**config.mk**
```make
export PLATFORM = sky130hd
export DESIGN_NAME = can_maf_ram
export DESIGN_NICKNAME = d
export VERILOG_FILES = /design/src/design/can_maf_ram.sv
export SDC_FILE = /design/constraint.sdc
export NUM_CORES = 1
export LEC_CHECK = 0
export ABC_CLOCK_PERIOD_IN_PS = 870
export BUFFER_PORTS_ARGS = -buffer_cell sky130_fd_sc_hd__buf_4
export CORE_UTILIZATION = 42
export DETAILED_ROUTE_END_ITERATION = 8
export PLACE_DENSITY = 0.72
export SKIP_CTS_REPAIR_TIMING = 1
export SLEW_MARGIN = 10
export SYNTH_ARGS = -nofsm -noshare
export SYNTH_HDL_FRONTEND = slang
export SYNTH_SLANG_ARGS = --single-unit
```
**constraint.sdc**
```tcl
create_clock -name clk -period 0.87 [get_ports clk]
set_clock_uncertainty 0.05 [all_clocks]
set_input_delay 0.087 -clock clk [delete_from_list [all_inputs] [get_ports clk]]
set_output_delay 0.087 -clock clk [all_outputs]
set_load 0.005 [all_outputs]
```
**src/design/can_maf_ram.sv**
```systemverilog
// Single-port-write, registered-read memory used for filter and frame storage.
`timescale 1ns / 1ps

module can_maf_ram #(
  parameter int WIDTH = 8,
  parameter int DEPTH = 2,
  parameter int AW    = (DEPTH > 1) ? $clog2(DEPTH) : 1
) (
  input  logic             clk,
  input  logic             we,
  input  logic [AW-1:0]    waddr,
  input  logic [WIDTH-1:0] wdata,
  input  logic [AW-1:0]    raddr,
  output logic [WIDTH-1:0] rd_data_r
);

  logic [WIDTH-1:0] mem_r [DEPTH];

  // Write one entry, register the read
  always_ff @(posedge clk) begin
    if (we) begin
      mem_r[waddr] <= wdata;
    end
    rd_data_r <= mem_r[raddr];
  end

endmodule

```
# [Word level (Yosys, flattened, before mapping)]
# Memory sizes are Yosys's and may differ from the RTL's. A register that Yosys moved wholly into a read port is not among the register bits.
# Index checks and enable logic that the tools add are counted.
# Widths: inputs -> output; s select.
[totals] ff_bits=0 ramBits=16 in_bits=12 output_inout_bits=8 wordCells=3 memories=1
[classes] muxes=2
[mem_list] name="mem_r" words=2 word_bits=8 read_ports=1 rd_ports_with_merged_regs=1 wr=1 line="17" rtl="logic [WIDTH-1:0] mem_r [DEPTH];"
[ops] cell="$mux 1" count=2

# [Longest topological paths before layout]
# Gate-level depths: netlist of the first run.
[depth] word_depth=2 depth_mapped=2 mapped_depth_nobuf=1

# [Least setup slack after synthesis of the first run]
# Ideal clock, no wire load.
[synth_path] kind="input to register" from="in we" to="mem mem_r[0][0] (enable)" t_arrival_ps=507 setup_slack_ps=-60 cell_stages=1 cell_sequence="nor2b_1"
[synth_between] elab_chain_len=2
[synth_lines] element="from (decl)" line="10" rtl="input logic we,"
[synth_lines] element="$mux 1" line="21" rtl="if (we) begin"
[synth_lines] element="$mux 1 (implied by the code)" line="22" rtl="mem_r[waddr] <= wdata;"
[synth_lines] element="to (decl)" line="17"
# Every way passes these cells.

# [Worst setup path in the final report of the first run]
[layout_path] from="reg rd_data_r[7], read port of mem_r" to="out rd_data_r[7]"
[layout_lines] element="from (decl)" line="14" rtl="output logic [WIDTH-1:0] rd_data_r"
# No word-level cell between the ends.

==> results of run 1 <==
==> through the flow <==
step	worst slack, ps	area, sq um	total power [uW]	TNS (ps)
floorplan	109	787	1430	0
global placement	-25.8	957	1530	-205
detailed placement	-45.0	957	1540	-359
CTS	-19.8	993	2080	-130
global route	-53.6	1070	2180	-381
finish	-7.27	1070	2090	-43.7
==> cell usage in the layout (no fill, tap or decap), drive strengths merged <==
cell / netlist / routed
buf: 1 / 20
edfxtp: 16 / 16
mux2: 8 / 8
dlygate4sd3: 0 / 8
dfxtp: 8 / 8
clkbuf: 0 / 4
nor2b: 1 / 1
and2: 1 / 1
==> sequential cells by signal, summed over array words and instances, names as in the netlist <==
name	cells
mem_r	16
rd_data_r	8
==> how the worst max path moves through the flow <==
stage | endpoint | slack (ps) | depth (start not counted)
final | rd_data_r[7] | -7 | 1
after floorplan | rd_data_r[0]$_DFF_P_ | 110 | 1
after global placement | mem_r[1][7]$_DFFE_PP_ | -30 | 2
after detailed placement | mem_r[1][4]$_DFFE_PP_ | -50 | 2
after CTS | rd_data_r[2] | -20 | 1
after global routing | rd_data_r[6] | -50 | 1
==> metal layers <==
metal	vias to the layer above	part of all wire	routed length, um	track usage
met3	2	0.044	41	0.0360
met4	0	0.022	21	0.0727
met1	167	0.42	397	0.0938
li1	192	-	-	-
met5	-	0	0	0
met2	16	0.51	479	0.171
==> logic make-up after synthesis <==
family                 count (synthesis)  share of synthesized area
buffers and inverters                  1                     0.0144
flip-flops                            24                      0.817
multiplexers                           8                      0.153
AND/OR/NAND/NOR                        2                     0.0160
==> cell type report <==
class	count	area share
clock buffers	4	0.0338
multi-input cells	10	0.126
flip-flops and latches	24	0.597
well taps	25	0.0291
repair buffers	28	0.214
==> power by group through the flow <==
stage	sequential [uW]	combinational [uW]	clock, uW
4_1_cts	1330	185	567
3_5_place_dp	1350	185	0
3_3_place_gp	1350	183	0
2_1_floorplan	1350	79.3	0
5_1_grt	1330	227	622
6_report	1330	211	554
==> results summary, run 1 <==
The flow ran to the end, but the final reports show violations. The checks that failed: negative setup slack. The required arrival time at the worst endpoint is 730 ps.

The number of top-level pins is 20. In this run the critical register-to-register path is captured at rd_data_r[3]$_DFF_P_. The kind of end point of the critical path is an output port.

The share of the core filled with cells came out at 0.615. The number of rows created at floorplan is 15. Setup violations remaining at the end of the flow were counted as 8.

The count of buffer and inverter cells on the critical path is 1. The delay of the slowest critical-path stage came out at 320 ps. The critical path data arrival time came out at 740 ps. The clock passes through at most 2 buffers. The worst register-to-register path has a depth of 1. The cell area after technology mapping is around 800 sq um.

IR analysis of the VDD net gives a maximum drop of around 0.0010 V. By area the synthesized netlist is led by sky130_fd_sc_hd__edfxtp_1 61%, sky130_fd_sc_hd__dfxtp_1 20%, sky130_fd_sc_hd__mux2_4 15%. Walking the worst path, the cells encountered are buf_4. Clock tree synthesis selected as its root buffer the cell sky130_fd_sc_hd__clkbuf_4.

The clock-pin transition on the worst setup and hold timing paths is around 120 ps. The max-cap check violation count is 0. The fraction of post-synthesis cell area in the top cell type by area came out at 0.612. The worst hold path passes through 2 cells. The repair_antennas step left the layout with diodes totalling 0. The transition time at the pin with the least slew margin is 376 ps.

The instance count of the mapped netlist is 35. Among all stages on the critical path, the largest delay is contributed by sky130_fd_sc_hd__dfxtp_1. The initial utilization of the core area, before any placement, comes to 0.449.

The portion of total power attributed to the clock network came out at 0.265. The first-pass GRT wire length came out at 1.28 mm. In this run the critical register-to-register path is launched from mem_r[0][3]$_DFFE_PP_.

The insertion delay to the later sink of the worst-skew pair came out at roughly 300 ps. The number of standard cells in the layout, taps in and fillers out is 91. The mean number of vias per cell came out at 4.14. The commonest cells after synthesis are 16 x sky130_fd_sc_hd__edfxtp_1, 8 x sky130_fd_sc_hd__dfxtp_1, 8 x sky130_fd_sc_hd__mux2_4. The floorplan step set the die width to between 40 and 50 um. The number of nets handed over by synthesis was between 40 and 50. The detailed-router iteration count before antenna repair is 2. The number of antenna violations at the first check in global routing came out at 0. The tightest min-delay check is of the in2reg type.

The count of buffers added on input and output ports is 19. The residual antenna-violating net count after detailed routing came out at 0. Of the total power, the share spent switching nets is 0.183. TritonCTS built the clock tree. Derived from the worst setup path, the maximum achievable clock frequency is about 1100 MHz. The fraction of power consumed by sequential logic is 0.634. The maximum number of pins on one net before global-route repair came out at 14.

The kind of critical path is reg2out. The area taken by flip-flops and latches came out at approximately 640 sq um. The ratio of total power to cell area came out at 1950 nW/um^2.

The total die area is 2040 sq um. In the finished design, the share of the clock period the worst path needs comes to 1.01. Dividing the detail-routed wire length by the instance count gives 10.3 um. Of all nets on the critical path, the largest fanout is 1. The vertical die dimension is ~45 um. Relative to the synthesized area, the layout overhead comes to 36.8%.

The sequential fraction of the synthesis area came out at 0.817. Across all layers, the routed design uses 377 vias. Yosys mapped a number of flops with a built-in enable equal to 16. The number of pins exceeding their max-slew limit in the final report is 0. The most frequently used cell type in the post-synthesis netlist is sky130_fd_sc_hd__edfxtp_1. The terminating pin of the worst hold path is rd_data_r[2]$_DFF_P_. The switching component of the power came out at 382 uW. The global routing usage summed across all routing layers is 0.0985. The CTS H-tree depth came out at 1. The final critical-path setup slack came out at -7.27 ps.

The final hold slack came out at 100 ps. The number of global-route vias before repair is between 300 and 400. Of the cells placed in the final design, the portion with a size suffix greater than 1 is 0.500.

The mean area per synthesized cell came out at about 22 sq um. The TritonCTS buffer count came out at 3. Counting the fill cells in the layout gives around 130. The multi-input logic area is approximately 140 sq um. The aggregate global routing overflow came out at 0. In this run the static leakage power is 0.000440 uW. The number of design-rule violations left by the first detailed-router iteration came out at 6. Counting I/O delays and the setup requirement, the final critical path takes 877 ps. The portion of total power attributed to combinational logic is 0.101. STA classifies the critical path startpoint as a register.

In this run the tightest slew margin relative to its limit is 0.749. The core area is roughly 1700 sq um. The synthesis warning total is 0. The startpoint identified for the worst hold timing path is raddr. Across all register-to-register paths, the minimum setup slack is ~60 ps. The final hold violation count came out at 0.

The synthesis-stage register bit count is 24. For this run, the leading register cell type out of synthesis is sky130_fd_sc_hd__edfxtp_1. The cell-internal power is around 1700 uW.

The family of cells with the greatest summed delay on the critical path is flip-flops. The count of unique library cells instantiated by Yosys is 6. The total routed wirelength came out at about 940 um. The share of synthesized flip-flops with an asynchronous set or reset is 0. Setup repair after global routing could not meet its margin everywhere. The total number of clock tree sinks came out at 24. Summed over all instances, the cell type with the most area after synthesis is sky130_fd_sc_hd__edfxtp_1.

The final-stage net count came out at 79. At the end of routability-driven placement, the weighted congestion stood at around 0.7. After detailed placement, the design holds a cell count of just under 80. The startpoint of the most critical setup path is rd_data_r[7]$_DFF_P_. The final routed DRC violation total came out at 0.
No activity file was read; power rests on OpenSTA's default activity.
==> run 2: changes to the inputs <==
ABC_CLOCK_PERIOD_IN_PS = 1000   (was 870)
PLACE_DENSITY = 0.7   (was 0.72)
clock period = 1 ns   (was 0.87 ns; I/O delays follow)
==> run 2 against run 1 <==
  * The flow now finishes without violations
  * Cell area decreased by 1.5%
  * Global-route usage decreased by 0.60 points
  * First-iteration DRC count decreased by 83%
  * Clock power decreased by 31%
  * Clock-buffer cell count decreased by 1
  * Sequential share of layout area increased by 0.92 points
  * Final cell count decreased by 1.1%
  * Register-to-register slack improved by 130 ps
  * Via count increased by 1.3%
  * Sequential power decreased by 14%
  * Critical path type unchanged
  * Largest cell class unchanged
==> results summary, run 2 (synthesis gave the netlist of run 1 again) <==
The final setup TNS is 0 ps (+43.7 ps). The most common cell after layout, fill and taps aside is sky130_fd_sc_hd__buf_4. The CTS H-tree depth came out at 1 (unchanged). The layout overhead on the synthesized area is 34.8%. The required arrival time at the worst endpoint came to 850 ps (+120 ps). The vertical die dimension came out at 45.2 um (unchanged).

The worst slew slack as a fraction of its limit came out at 0.757 (+0.00764). The static leakage power is 0.000432 uW (-1.9%). The total routed wirelength is 939 um (-0.11%). The number of rows created at floorplan is 15 (unchanged). The ratio of cells with drive above 1 in the final layout is 0.477 (-0.0231). The total die area came to 2040 sq um (unchanged). The maximum fanout along the worst path came out at 1 (unchanged).

The residual antenna-violating net count after detailed routing is 0 (unchanged). The kind of end point of the critical path is an output port. The reg-to-reg setup timing slack is 190 ps (+130 ps). The maximum number of pins on one net before global-route repair came to 13 (-1). The routability-driven placement congestion ratio is 0.679 (-2.1%).

The number of design-rule violations left by the first detailed-router iteration is 1 (-5). The top cell types in the final layout, fill and taps aside, are 20 x sky130_fd_sc_hd__buf_4, 16 x sky130_fd_sc_hd__edfxtp_1, 8 x sky130_fd_sc_hd__mux2_4, 8 x sky130_fd_sc_hd__dlygate4sd3_1, 8 x sky130_fd_sc_hd__dfxtp_1. The first-pass GRT wire length was 1.31 mm (+2.7%). The total via count after detailed routing is 382 (+1.3%). The number of global-route vias before repair is 347 (+9.5%). The root buffer cell chosen for the clock tree is sky130_fd_sc_hd__clkbuf_4. The core area is 1750 sq um (unchanged). The library cell contributing the largest single delay on the critical path is sky130_fd_sc_hd__dfxtp_1. The insertion delay to the later sink of the worst-skew pair is 290 ps (about the same). Timing would allow up to about 1100 MHz. The die outline width came out at 45.2 um (unchanged). The aggregate global routing overflow is 0 (unchanged). The ratio of total power to cell area is 1620 nW/um^2 (-17%). The final hold slack is 124 ps (+23.8 ps). The maximum resistive drop on vdd is 0.000932 V (-9.8%). The delay of the slowest critical-path stage is 320 ps (about the same). The kind of critical path is reg2out.

Walking the worst path, the cells encountered are buf_4. The number of flip-flops in the largest register came out at 16 (unchanged). The TritonCTS buffer count is 3 (unchanged). The final critical-path setup slack is 118 ps (+125 ps). The max-cap check violation count came out at 0 (unchanged). TritonCTS built the clock tree. The final hold violation count is 0 (unchanged).

The final period demand of the worst path came out at 882 ps. The total number of clock tree sinks is 24 (unchanged). The number of top-level pins came to 20 (unchanged). The final-stage net count came out at 79 (unchanged). The family of cells with the greatest summed delay on the critical path is flip-flops.

The transition time at the pin with the least slew margin came to 364 ps (-11.5 ps). The mean number of vias per cell is 4.24 (+2.5%). The run finished with clean final reports. The count of antenna diodes in the layout is 0 (unchanged). The detailed-router iteration count before antenna repair is 3 (+1). The path class of the tightest hold or removal check is in2reg. The worst setup path is launched from a register. The number of antenna violations at the first check in global routing is 0 (unchanged). Setup repair after global routing left no endpoint under its margin. The critical path data arrival time was 730 ps (about the same). The worst setup slack after placement was 71.7 ps (+117 ps). The final worst-path cycle share is 0.882. The average wire per cell in the routed design came out at 10.4 um (+1.0%). The clock-pin transition on the worst setup and hold timing paths is 110 ps (about the same). The count of buffer and inverter cells on the critical path is 1 (unchanged). The global routing usage summed across all routing layers is 0.0925 (-0.00599). The largest registers in the layout are mem_r (16), rd_data_r (8). The final routed DRC violation total came out at 0 (unchanged). The starting utilization of the core area is 0.449 (unchanged). The count of buffers from port buffering came to 19 (unchanged). The final count of negative-setup-slack endpoints came out at 0 (-8). The maximum root-to-sink buffer count came to 2 (unchanged).

The number of pins exceeding their max-slew limit in the final report is 0 (unchanged). mem_r holds more flip-flops than any other register.
## run 2: worst paths after layout
check,cells after the start,endpoint,start
setup reg to reg,1,rd_data_r[4]$_DFF_P_,mem_r[0][4]$_DFFE_PP_
hold reg to reg,1,rd_data_r[7]$_DFF_P_,mem_r[0][7]$_DFFE_PP_
setup / recovery,1,rd_data_r[0],rd_data_r[0]$_DFF_P_
hold / removal,2,rd_data_r[3]$_DFF_P_,raddr
## run 2: power breakdown
group          internal [uW]  switching (uW)  total [uW]
Sequential              1140            17.1        1150
Combinational            128            54.5         183
Clock                    140             240         380
Total                   1400             311        1720
## run 2: through the flow
| step | total power [uW] | instance area (sq um) | cells | utilization |
|---|---|---|---|---|
| floorplan | 1250 | 785 | 35 | - |
| detailed placement | 1340 | 955 | 79 | 0.547 |
| global route | 1790 | 1060 | 90 | 0.606 |
| global placement | 1330 | 955 | 79 | 0.547 |
| CTS | 1710 | 977 | 82 | 0.560 |
| finish | 1720 | 1060 | 90 | 0.606 |
## run 2: metal layers
layer  part of all wire  GRT usage  vias to the layer above
li1                   -          -                      189
met1               0.37     0.0992                      179
met2               0.58      0.171                       14
met3              0.047     0.0240                        0
met4                  0     0.0364                        0
met5                  0          0                        -
## run 2: area by class of cell
class                      instances  area (sq um)
fill                             128           688
sequential                        24           641
timing repair buffer              28           230
multi-input combinational         10           133
tap                               25          31.3
clock buffer                       3          22.5
