**src/design/can_maf_pkg.sv**
```systemverilog
// Shared types, codes and helpers for the CAN mailbox acceptance filter.
`timescale 1ns / 1ps

package can_maf_pkg;

  // Default geometry
  localparam int MAILBOX_COUNT_DEF = 16;
  localparam int CHANNEL_COUNT_DEF = 2;

  // Identifier forms
  localparam logic [29:0] ID29_MASK = 30'h1fffffff;
  localparam logic [29:0] EXT_BIT   = 30'h20000000;
  localparam logic [29:0] ID11_MASK = 30'h000007ff;
  localparam logic [3:0]  DLC_MAX   = 4'd8;

  typedef enum logic [1:0] {
    OP_CONFIG = 2'd0,
    OP_FRAME  = 2'd1,
    OP_READ   = 2'd2,
    OP_CLEAR  = 2'd3
  } op_e;

  typedef enum logic [1:0] {
    ST_DONE    = 2'd0,
    ST_EMPTY   = 2'd1,
    ST_NOMATCH = 2'd2
  } status_e;

  typedef struct packed {
    op_e         op;
    logic        channel;
    logic [3:0]  mailbox;
    logic        extended;
    logic [28:0] ident;
    logic [28:0] id_mask;
    logic        irq_enable;
    logic [3:0]  length_code;
    logic [63:0] payload;
  } in_item_t;

  typedef struct packed {
    status_e     status;
    logic [3:0]  found_mailbox;
    logic [63:0] out_payload;
    logic [29:0] out_ident;
    logic [3:0]  out_length;
    logic [15:0] pending_mask;
    logic        irq_raise;
  } out_item_t;

  // One acceptance filter entry
  typedef struct packed {
    logic [29:0] id;
    logic [29:0] mask;
    logic        ien;
  } filt_t;

  // One captured frame
  typedef struct packed {
    logic [63:0] payload;
    logic [29:0] ident;
    logic [3:0]  length;
  } data_t;

  // Normalize a received identifier: bit 29 marks extended
  function automatic logic [29:0] norm_id(input logic ext, input logic [28:0] ident);
    logic [29:0] wide;
    wide = {1'b0, ident};
    return ext ? ((wide & ID29_MASK) | EXT_BIT) : (wide & ID11_MASK);
  endfunction

  // Build the stored filter entry from a configure item
  function automatic filt_t cfg_entry(input in_item_t item);
    filt_t       ent;
    logic [29:0] id_w;
    logic [29:0] msk_w;
    id_w  = {1'b0, item.ident};
    msk_w = {1'b0, item.id_mask};
    if (item.extended) begin
      ent.mask = msk_w | EXT_BIT;
      ent.id   = (id_w & msk_w) | EXT_BIT;
    end else begin
      ent.mask = msk_w & ID11_MASK;
      ent.id   = id_w & msk_w & ID11_MASK;
    end
    ent.ien = item.irq_enable;
    return ent;
  endfunction

endpackage

```
**src/design/can_maf_cmp.sv**
```systemverilog
// Shared acceptance compare unit: tests one filter entry against an identifier.
`timescale 1ns / 1ps

module can_maf_cmp (
  input  logic                entry_vld,
  input  can_maf_pkg::filt_t  entry,
  input  logic [29:0]         rid,
  output logic                hit,
  output logic                ien
);

  logic [29:0] mask_g;
  logic [29:0] id_g;

  // An entry never configured reads as zero mask and zero id
  assign mask_g = entry_vld ? entry.mask : '0;
  assign id_g   = entry_vld ? entry.id   : '0;

  assign hit = ((rid & mask_g) == id_g);
  assign ien = entry_vld & entry.ien;

endmodule

```
**config.mk**
```make
export PLATFORM = sky130hd
export DESIGN_NAME = can_maf_cmp
export DESIGN_NICKNAME = d
export VERILOG_FILES = /design/src/design/can_maf_pkg.sv /design/src/design/can_maf_cmp.sv
export SDC_FILE = /design/constraint.sdc
export NUM_CORES = 1
export LEC_CHECK = 0
export BUFFER_PORTS_ARGS = -buffer_cell sky130_fd_sc_hd__buf_2
export CAP_MARGIN = 20
export CORE_UTILIZATION = 26
export DETAILED_ROUTE_END_ITERATION = 8
export GPL_TIMING_DRIVEN = 0
export MAX_ROUTING_LAYER = met4
export PLACE_DENSITY = 0.86
export SLEW_MARGIN = 20
export SYNTH_ARGS = -nofsm -noshare
export SYNTH_HDL_FRONTEND = slang
export SYNTH_SLANG_ARGS = --single-unit
```
**constraint.sdc**
```tcl
create_clock -name vclk -period 1.3
set_input_delay 0.13 -clock vclk [all_inputs]
set_output_delay 0.13 -clock vclk [all_outputs]
set_load 0.02 [all_outputs]
```
; ---- After elaboration in Yosys (flattened, before gate mapping)
; Cells that the tools add are included.
[classes]
n_addsub = 0
multipliers = 0
n_div = 0
order_cmp = 0
eq_ne = 1
shift = 0
mux = 2
n_bitwise = 2
n_reduce_logical = 0
[ops]
columns = operator, count
row1 = 30-bit two-way mux, 2
row2 = 30-bit AND, 1
row3 = 30-bit == test, 1
row4 = 1-bit AND, 1
[totals]
reg_bits = 0
latchBits = 0
ram_bits = 0
mem_bits_ro = 0
in_bits = 92
output_inout_bits = 2
wordCells = 5
n_memories = 0

; ---- Longest topological paths before layout
; Gate-level depths: netlist of run 1.
[logic_depth]
ltp_word = 3
mapped_depth = 5
depth_no_buf = 5

; ---- Worst setup path before layout of run 1
; Ideal clock, no wire load.
[synth_timing]
kind = input port to output port
start = input port rid[5]
end = output port hit
t_arrival_ns = 1.252
setup_slack_ns = -0.082
path_stages = 5
n_path_buf = 0
cell_sequence = nand2_1 xnor2_1 nor4_1 nand4_1 o41ai_2
[synth_between]
elab_chain_len = 2
[synth_lines]
columns = element, line
row1 = "start, declared", can_maf_cmp.sv:7  ; input logic [29:0] rid,
row2 = 30-bit AND, can_maf_cmp.sv:19  ; assign hit = ((rid & mask_g) == id_g);
row3 = 30-bit == test, can_maf_cmp.sv:19
row4 = "end, declared", can_maf_cmp.sv:8  ; output logic hit,
; Every way passes these cells.

; ---- Final worst setup path of run 1
[layout_timing]
start = input port rid[9]
end = output port hit
; Same word-level chain as after synthesis.

==> run summary, run 1 <==
outcome: complete, but fails checks
CTS Hold Bufs: 0
layout cells sized above 1: 0.588
final setup fails: 1
hold depth: 3
Pre-Repair DR Iteration Count: 6
min cycle time layout: 1.48 ns
kind of critical path: input port to output pin
CORE AREA: 1560 sq um
Seq cells: 0
startpoint types: input port
slew margin rel.: 0.796
violated checks: DRC, setup timing
gr usage total: 0.170
die width: 43.7 um
drt wl/cell: 9.78 um
Syn Nets: 163
RD Place Congestion: 0.660
CP Max Fanout: 1
postcts setup bufs: 0
Final Slew Violations: 0
Synth cell types: 8
die height: 43.7 um
Fillers: 152
DIE AREA: 1910 sq um
final hold vios: 0
worst setup margin: -0.184 ns
I/O pin cnt: 94
Slew @ Worst Pin: 0.303 ns
drt total wl: 1770 um
Seq/Total Area, Yosys: 0
Cells after DPL: 181
number of routed nets with antenna violations: 0
HPWL after DPL: 1690 um
first-pass GRT wire length: 2530 um
total chip power: 0.279 mW
worst path required time: 1.17 ns
Max Fclk: 674 MHz
Hold WC Path Type: input port to output pin
Rows: 14
final std cells w/o fill: 181
# Max-Cap Violations: 0
register area: 0 sq um
port bufs: 94
Ys Warns: 0
RSZ-0062 raised after global routing: yes
CLK BUF: 0
maximum vdd drop: 0.137 mV
Final Cycle Share: 1.14
initial antenna violation count: 0
Vias: 818
cell area after synthesis: 453 sq um
Arr. time, crit path: 1.35 ns
syn avg cell area: 6.38 sq um
Cells after Synth: 71
Worst Setup End Kind: output pin
nets: 259
area grow syn2layout: 113%
Initial Utilization: 0.291
leakage: 0.546 nW
vias per inst: 4.52
largest net degree at the start of global routing: 3
GR Overflow Total: 0
residual DRC count: 8
ANT cells: 0
Iteration-0 DRC Markers: 11
Pwr Density: 288 nW/um^2
number of global-route vias before repair: 717
[power breakdown]
| group | leakage, nW | internal, mW | switching (mW) | total (mW) |
|---|---|---|---|---|
| Clock | 0 | 0 | 0 | 0 |
| Sequential | 0 | 0 | 0 | 0 |
| Combinational | 0.546 | 0.171 | 0.108 | 0.279 |
| Total | 0.546 | 0.171 | 0.108 | 0.279 |
[Yosys cell counts]
| cell | n | area [sq um] |
|---|---|---|
| and2_1 | 1 | 6.26 |
| nand2_1 | 30 | 113 |
| nand3_1 | 1 | 5.00 |
| nand4_1 | 3 | 18.8 |
| nor4_1 | 5 | 31.3 |
| o41ai_2 | 1 | 16.3 |
| xnor2_1 | 20 | 175 |
| xor2_1 | 10 | 87.6 |
[per-stage QoR]
step	cell area [sq um]	setup slack (ns)	utilization	TNS [ns]	hold WS [ns]
3_5_place_dp	955	-0.223	0.612	-0.223	0.585
6_report	966	-0.184	0.620	-0.184	0.565
5_1_grt	966	-0.240	0.620	-0.240	0.570
4_1_cts	960	-0.204	0.616	-0.204	0.562
3_3_place_gp	955	-0.193	0.612	-0.193	0.574
2_1_floorplan	464	0.0100	-	0	0.318
[routing by layer]
layer / track usage / up-vias / share of wire
met3: 0.0292 / 0 / 0.15
met1: 0.143 / 338 / 0.31
met4: 0 / 0 / 0
met5: - / - / 0
li1: - / 421 / -
met2: 0.385 / 59 / 0.55
[path summary, 6_finish.rpt]
| path | from | end | slack, ns |
|---|---|---|---|
| worst max-delay path | rid[9] | hit | -0.18 |
| worst min-delay path | entry_vld | hit | 0.56 |
[layout make-up]
class / instances / area, sq um / share of cell area
multi-input combinational: 71 / 473 / 0.490
timing repair buffer: 94 / 473 / 0.490
tap: 16 / 20.0 / 0.0207
[what timing repair did]
action / in CTS / in global routing
pin swaps: 0 / 3
endpoints found under the hold margin: 0 / 0
resized for setup: 2 / 1
setup endpoints to repair: 1 / 1
[critical path, cell delays in order]
cell and delay, ns:
buf_2 0.08, nand2_1 0.06, xnor2_1 0.12, nor4_1 0.33, nand4_1 0.19, o41ai_4 0.25
buf_4 0.20
[kinds of logic (layout without fill, tap and decap cells)]
logic type | count (synthesis) | in the layout | share of synthesized area
AND/OR/NAND/NOR | 40 | 40 | 0.384
XOR/XNOR | 30 | 30 | 0.580
AO/OA/AOI/OAI | 1 | 1 | 0.0359
buffers and inverters | 0 | 94 | 0
[cells in the final DEF (no fill, tap or decap), types with 3 or more instances in the layout]
| cell | Yosys | final |
|---|---|---|
| buf_2 | 0 | 93 |
| xor2_1 | 10 | 10 |
| nand4_1 | 3 | 3 |
| nor4_1 | 5 | 4 |
| nand2_1 | 30 | 29 |
| xnor2_1 | 20 | 20 |
Power figures use the tool's default switching activity.
==> run 2, diff against run 1 <==
--- a/config.mk
+++ b/config.mk
@@ -16,3 +16,4 @@
 export SYNTH_ARGS = -nofsm -noshare
 export SYNTH_HDL_FRONTEND = slang
 export SYNTH_SLANG_ARGS = --single-unit
+export TNS_END_PERCENT = 10
==> constraint.sdc (replaced) <==
create_clock -name vclk -period 1.4
set_input_delay 0.14 -clock vclk [all_inputs]
set_output_delay 0.14 -clock vclk [all_outputs]
set_load 0.02 [all_outputs]
==> run 2 against run 1 <==
Net effect:
- the flow still finishes with violations (DRC, setup timing)
- core utilization up 2.3 points
- setup slack better by 0.085 ns
- global-route usage up 2.2 points
- cell area grew 3.8%
- via count fell by 0.61%
- clock-buffer cell count unchanged
- critical path depth unchanged
- die area did not move
- critical endpoint unchanged
==> run summary, run 2 (synthesis results as in run 1) <==
vias per inst: 4.49 (-0.61%)
Pwr Density: 270 nW/um^2 (-6.3%)
HPWL after DPL: 1580 um (-6.6%)
kind of critical path: input port to output pin
final setup fails: 1 (unchanged)
Vias: 813 (-0.61%)
residual DRC count: 3 (-5)
violated checks: DRC, setup timing
Slew @ Worst Pin: 0.271 ns (-0.0322 ns)
worst path required time: 1.26 ns (+0.09 ns)
die width: 43.7 um (unchanged)
critical path, cell by cell: buf_6 -> nand2_2 -> xnor2_1 -> nor4_1 -> nand3_1 -> o41ai_4 -> buf_4
placed cell area: 955 sq um (unchanged)
CLK BUF: 0 (unchanged)
register area: 0 sq um (unchanged)
CORE AREA: 1560 sq um (unchanged)
die height: 43.7 um (unchanged)
Fillers: 148 (-2.6%)
slew margin rel.: 0.818 (+0.0217)
GR Overflow Total: 0 (unchanged)
Worst Setup End Kind: output pin
Seq cells: 0 (unchanged)
commonest non-fill, non-tap cells in the layout: buf_2 (89), nand2_1 (27), xnor2_1 (20), xor2_1 (10), buf_6 (4)
most common cell after layout, fill and taps aside: buf_2
startpoint types: input port
initial antenna violation count: 0 (unchanged)
port bufs: 94 (unchanged)
Iteration-0 DRC Markers: 9 (-2)
Pre-Repair DR Iteration Count: 5 (-1)
# Max-Cap Violations: 0 (unchanged)
I/O pin cnt: 94 (unchanged)
Rows: 14 (unchanged)
Place WS: -0.200 ns (+0.0228 ns)
WHS: 0.571 ns (+0.00695 ns)
Initial Utilization: 0.291 (unchanged)
first-pass GRT wire length: 2860 um (+13%)
area grow syn2layout: 121%
Hold WC Path Type: input port to output pin
RD Place Congestion: 0.711 (+7.7%)
design area: 1000 sq um (+3.8%)
number of global-route vias before repair: 853 (+19%)
number of routed nets with antenna violations: 0 (unchanged)
nets: 259 (unchanged)
Final Slew Violations: 0 (unchanged)
Max Fclk: 667 MHz
maximum vdd drop: 0.163 mV (+19%)
RSZ-0062 raised after global routing: yes
outcome: complete, but fails checks
DIE AREA: 1910 sq um (unchanged)
CTS Hold Bufs: 0 (unchanged)
drt total wl: 1780 um (+0.34%)
final hold vios: 0 (unchanged)
drt wl/cell: 9.82 um (+0.34%)
Arr. time, crit path: 1.36 ns (about the same)
CP Max Fanout: 1 (unchanged)
leakage: 0.556 nW (+1.7%)
worst setup margin: -0.0986 ns (+0.0851 ns)
Final Cycle Share: 1.07
min cycle time layout: 1.50 ns
Critical-path top delay cell: o41ai_4
postcts setup bufs: 0 (unchanged)
ANT cells: 0 (unchanged)
largest net degree at the start of global routing: 3 (unchanged)
gr usage total: 0.192 (+0.0220)
slowest stage delay, CP: 0.33 ns (about the same)
layout cells sized above 1: 0.606 (+0.0182)
[run 2: cell counts in the layout (fill, tap and decap cells not counted)]
No cell type changed its count.
[run 2: cell type report]
| cell class | count | area, sq um | area share |
|---|---|---|---|
| multi-input combinational | 71 | 484 | 0.483 |
| timing repair buffer | 94 | 498 | 0.497 |
| tap | 16 | 20.0 | 0.0200 |
[run 2: per-stage QoR]
step / util / std cells / setup TNS, ns / total power [mW]
2_1_floorplan: - / 71 / 0 / 0.109
5_1_grt: 0.643 / 181 / -0.148 / 0.298
6_report: 0.643 / 181 / -0.0986 / 0.271
3_3_place_gp: 0.612 / 181 / -0.211 / 0.244
3_5_place_dp: 0.612 / 181 / -0.200 / 0.254
4_1_cts: 0.633 / 181 / -0.0880 / 0.264
[run 2: worst max-delay path, delay by kind of cell]
family / cells / cell delay (ns)
simple gates: 3 / 0.51
compound gates: 1 / 0.33
buf+inv: 2 / 0.26
xor+xnor: 1 / 0.12
[run 2: worst paths after layout]
check                 slack (ns)  cells past startpoint       from  endpoint
worst min-delay path        0.57                      3  entry_vld       hit
worst max-delay path        -0.1                      7  entry[20]       hit
[run 2: timing repair]
action	in CTS	in global routing
hold endpoints to repair	0	0
pin swaps	9	2
gates resized for setup	7	3
endpoints found under the setup margin	1	1
[run 2: layer usage]
metal,track usage,routed length [um],part of all wire
met5,-,0,0
met4,0.0438,7,0.0039
met3,0,134,0.075
met2,0.415,1060,0.59
met1,0.180,579,0.33
[run 2: where the power goes]
part	switching, mW	internal (mW)
combinational	0.104	0.166
clock	0	0
sequential	0	0
total	0.104	0.166
==> run 3, diff against run 2 <==
--- a/config.mk
+++ b/config.mk
@@ -11,7 +11,8 @@
 export DETAILED_ROUTE_END_ITERATION = 8
 export GPL_TIMING_DRIVEN = 0
 export MAX_ROUTING_LAYER = met4
-export PLACE_DENSITY = 0.86
+export PLACE_DENSITY_LB_ADDON = 0.25
+export REMOVE_ABC_BUFFERS = 1
 export SLEW_MARGIN = 20
 export SYNTH_ARGS = -nofsm -noshare
 export SYNTH_HDL_FRONTEND = slang
==> run 3 against run 2 <==
Net effect:
- the run still ends with DRC, setup timing left
- critical endpoint unchanged
- setup slack improved by 0.062 ns
- die area did not move
- worst hold slack got worse by 0.0093 ns
- wire length fell by 6.9%
- final cell count did not move
==> run summary, run 3 (synthesis results as in run 1) <==
outcome: complete, but fails checks
violated checks: DRC, setup timing
I/O pin cnt: 94 (unchanged)
Initial Utilization: 0.291 (unchanged)
critical path, cell by cell: buf_2 -> nand2_1 -> xnor2_1 -> nor4_1 -> nand3_1 -> o41ai_2 -> buf_4
design area: 1000 sq um (unchanged)
Critical path buffers and inverters: 2 (unchanged)
RD Place Congestion: 0.660 (-7.1%)
HPWL after DPL: 1440 um (-8.9%)
RSZ-0062 raised after global routing: yes
Slew @ Worst Pin: 0.261 ns (-0.0107 ns)
nets: 259 (unchanged)
Hold WC Path Type: input port to output pin
min cycle time layout: 1.44 ns (-0.0625 ns)
Critical-path top delay cell: o41ai_2
port bufs: 94 (unchanged)
startpoint types: input port
drt total wl: 1650 um (-6.9%)
worst path required time: 1.26 ns (about the same)
post-layout util: 0.643 (unchanged)
Final Slew Violations: 0 (unchanged)
placed cell area: 943 sq um (-1.2%)
leakage: 0.543 nW (-2.2%)
area grow syn2layout: 121% (unchanged)
Pre-Repair DR Iteration Count: 6 (+1)
GR Overflow Total: 0 (unchanged)
Iteration-0 DRC Markers: 13 (+4)
final hold vios: 0 (unchanged)
Worst path top cell family by delay: simple AND/OR/NAND/NOR gates
postcts setup bufs: 0 (unchanged)
slew margin rel.: 0.825 (+0.00717)
commonest non-fill, non-tap cells in the layout: buf_2 (88), nand2_1 (25), xnor2_1 (20), xor2_1 (10)
Pwr Density: 268 nW/um^2 (-0.79%)
largest net degree at the start of global routing: 3 (unchanged)
setup TNS: -0.0361 ns (+0.0625 ns)
register area: 0 sq um (unchanged)
number of global-route vias before repair: 726 (-15%)
Vias: 823 (+1.2%)
vias per inst: 4.55 (+1.2%)
Final Cycle Share: 1.03 (-0.0446)
CORE AREA: 1560 sq um (unchanged)
CTS Hold Bufs: 0 (unchanged)
final setup fails: 1 (unchanged)
die height: 43.7 um (unchanged)
Arr. time, crit path: 1.30 ns (-0.06 ns)
first-pass GRT wire length: 2440 um (-15%)
gr usage total: 0.165 (-0.0273)
slowest stage delay, CP: 0.32 ns (about the same)
CLK BUF: 0 (unchanged)
Max Fclk: 696 MHz (+4.3%)
total chip power: 0.269 mW (-0.79%)
Worst Setup End Kind: output pin
worst setup margin: -0.0361 ns (+0.0625 ns)
ANT cells: 0 (unchanged)
maximum vdd drop: 0.133 mV (-18%)
Rows: 14 (unchanged)
number of routed nets with antenna violations: 0 (unchanged)
die width: 43.7 um (unchanged)
residual DRC count: 8 (+5)
CP Max Fanout: 1 (unchanged)
# Max-Cap Violations: 0 (unchanged)
Seq cells: 0 (unchanged)
kind of critical path: input port to output pin
most common cell after layout, fill and taps aside: buf_2
layout cells sized above 1: 0.618 (+0.0121)
drt wl/cell: 9.14 um (-6.9%)
initial antenna violation count: 0 (unchanged)
DIE AREA: 1910 sq um (unchanged)
==> run 3: changes by cell type in the layout (fill, tap and decap cells not counted) <==
cell	previous run	this run
buf_6	4	5
buf_2	89	88
nand2_2	3	5
o41ai_2	0	1
o41ai_4	1	0
nand2_1	27	25
==> run 3: final timing paths <==
path  slack [ns]  startpoint  endpoint  depth (start not counted)
max        -0.04     rid[16]       hit                          7
min         0.56   entry_vld       hit                          3
==> run 3: what timing repair did <==
item,4_1_cts,5_1_grt
setup endpoints to repair,1,1
pin swaps,10,3
resized for setup,8,5
==> run 3: area by class of cell <==
| class | count | area (sq um) |
|---|---|---|
| repair buffers | 94 | 504 |
| well taps | 16 | 20.0 |
| multi-input cells | 71 | 478 |
| fillers | 144 | 557 |
==> run 3: stage by stage <==
| stage | setup WS (ns) | cells | hold WS [ns] |
|---|---|---|---|
| 6_report | -0.0361 | 181 | 0.562 |
| 5_1_grt | -0.113 | 181 | 0.576 |
| 4_1_cts | -0.0552 | 181 | 0.584 |
| 3_5_place_dp | -0.168 | 181 | 0.580 |
| 3_3_place_gp | -0.141 | 181 | 0.570 |
| 2_1_floorplan | -0.00185 | 71 | 0.362 |
==> run 3: where the power goes <==
group | switching (mW) | internal, mW
clock network | 0 | 0
logic | 0.101 | 0.168
registers | 0 | 0
==> run 3: per-layer routing <==
layer,global-route usage,wire length [um]
met1,0.133,464
met2,0.376,972
met3,0.0208,204
met4,0.0188,12
met5,-,0
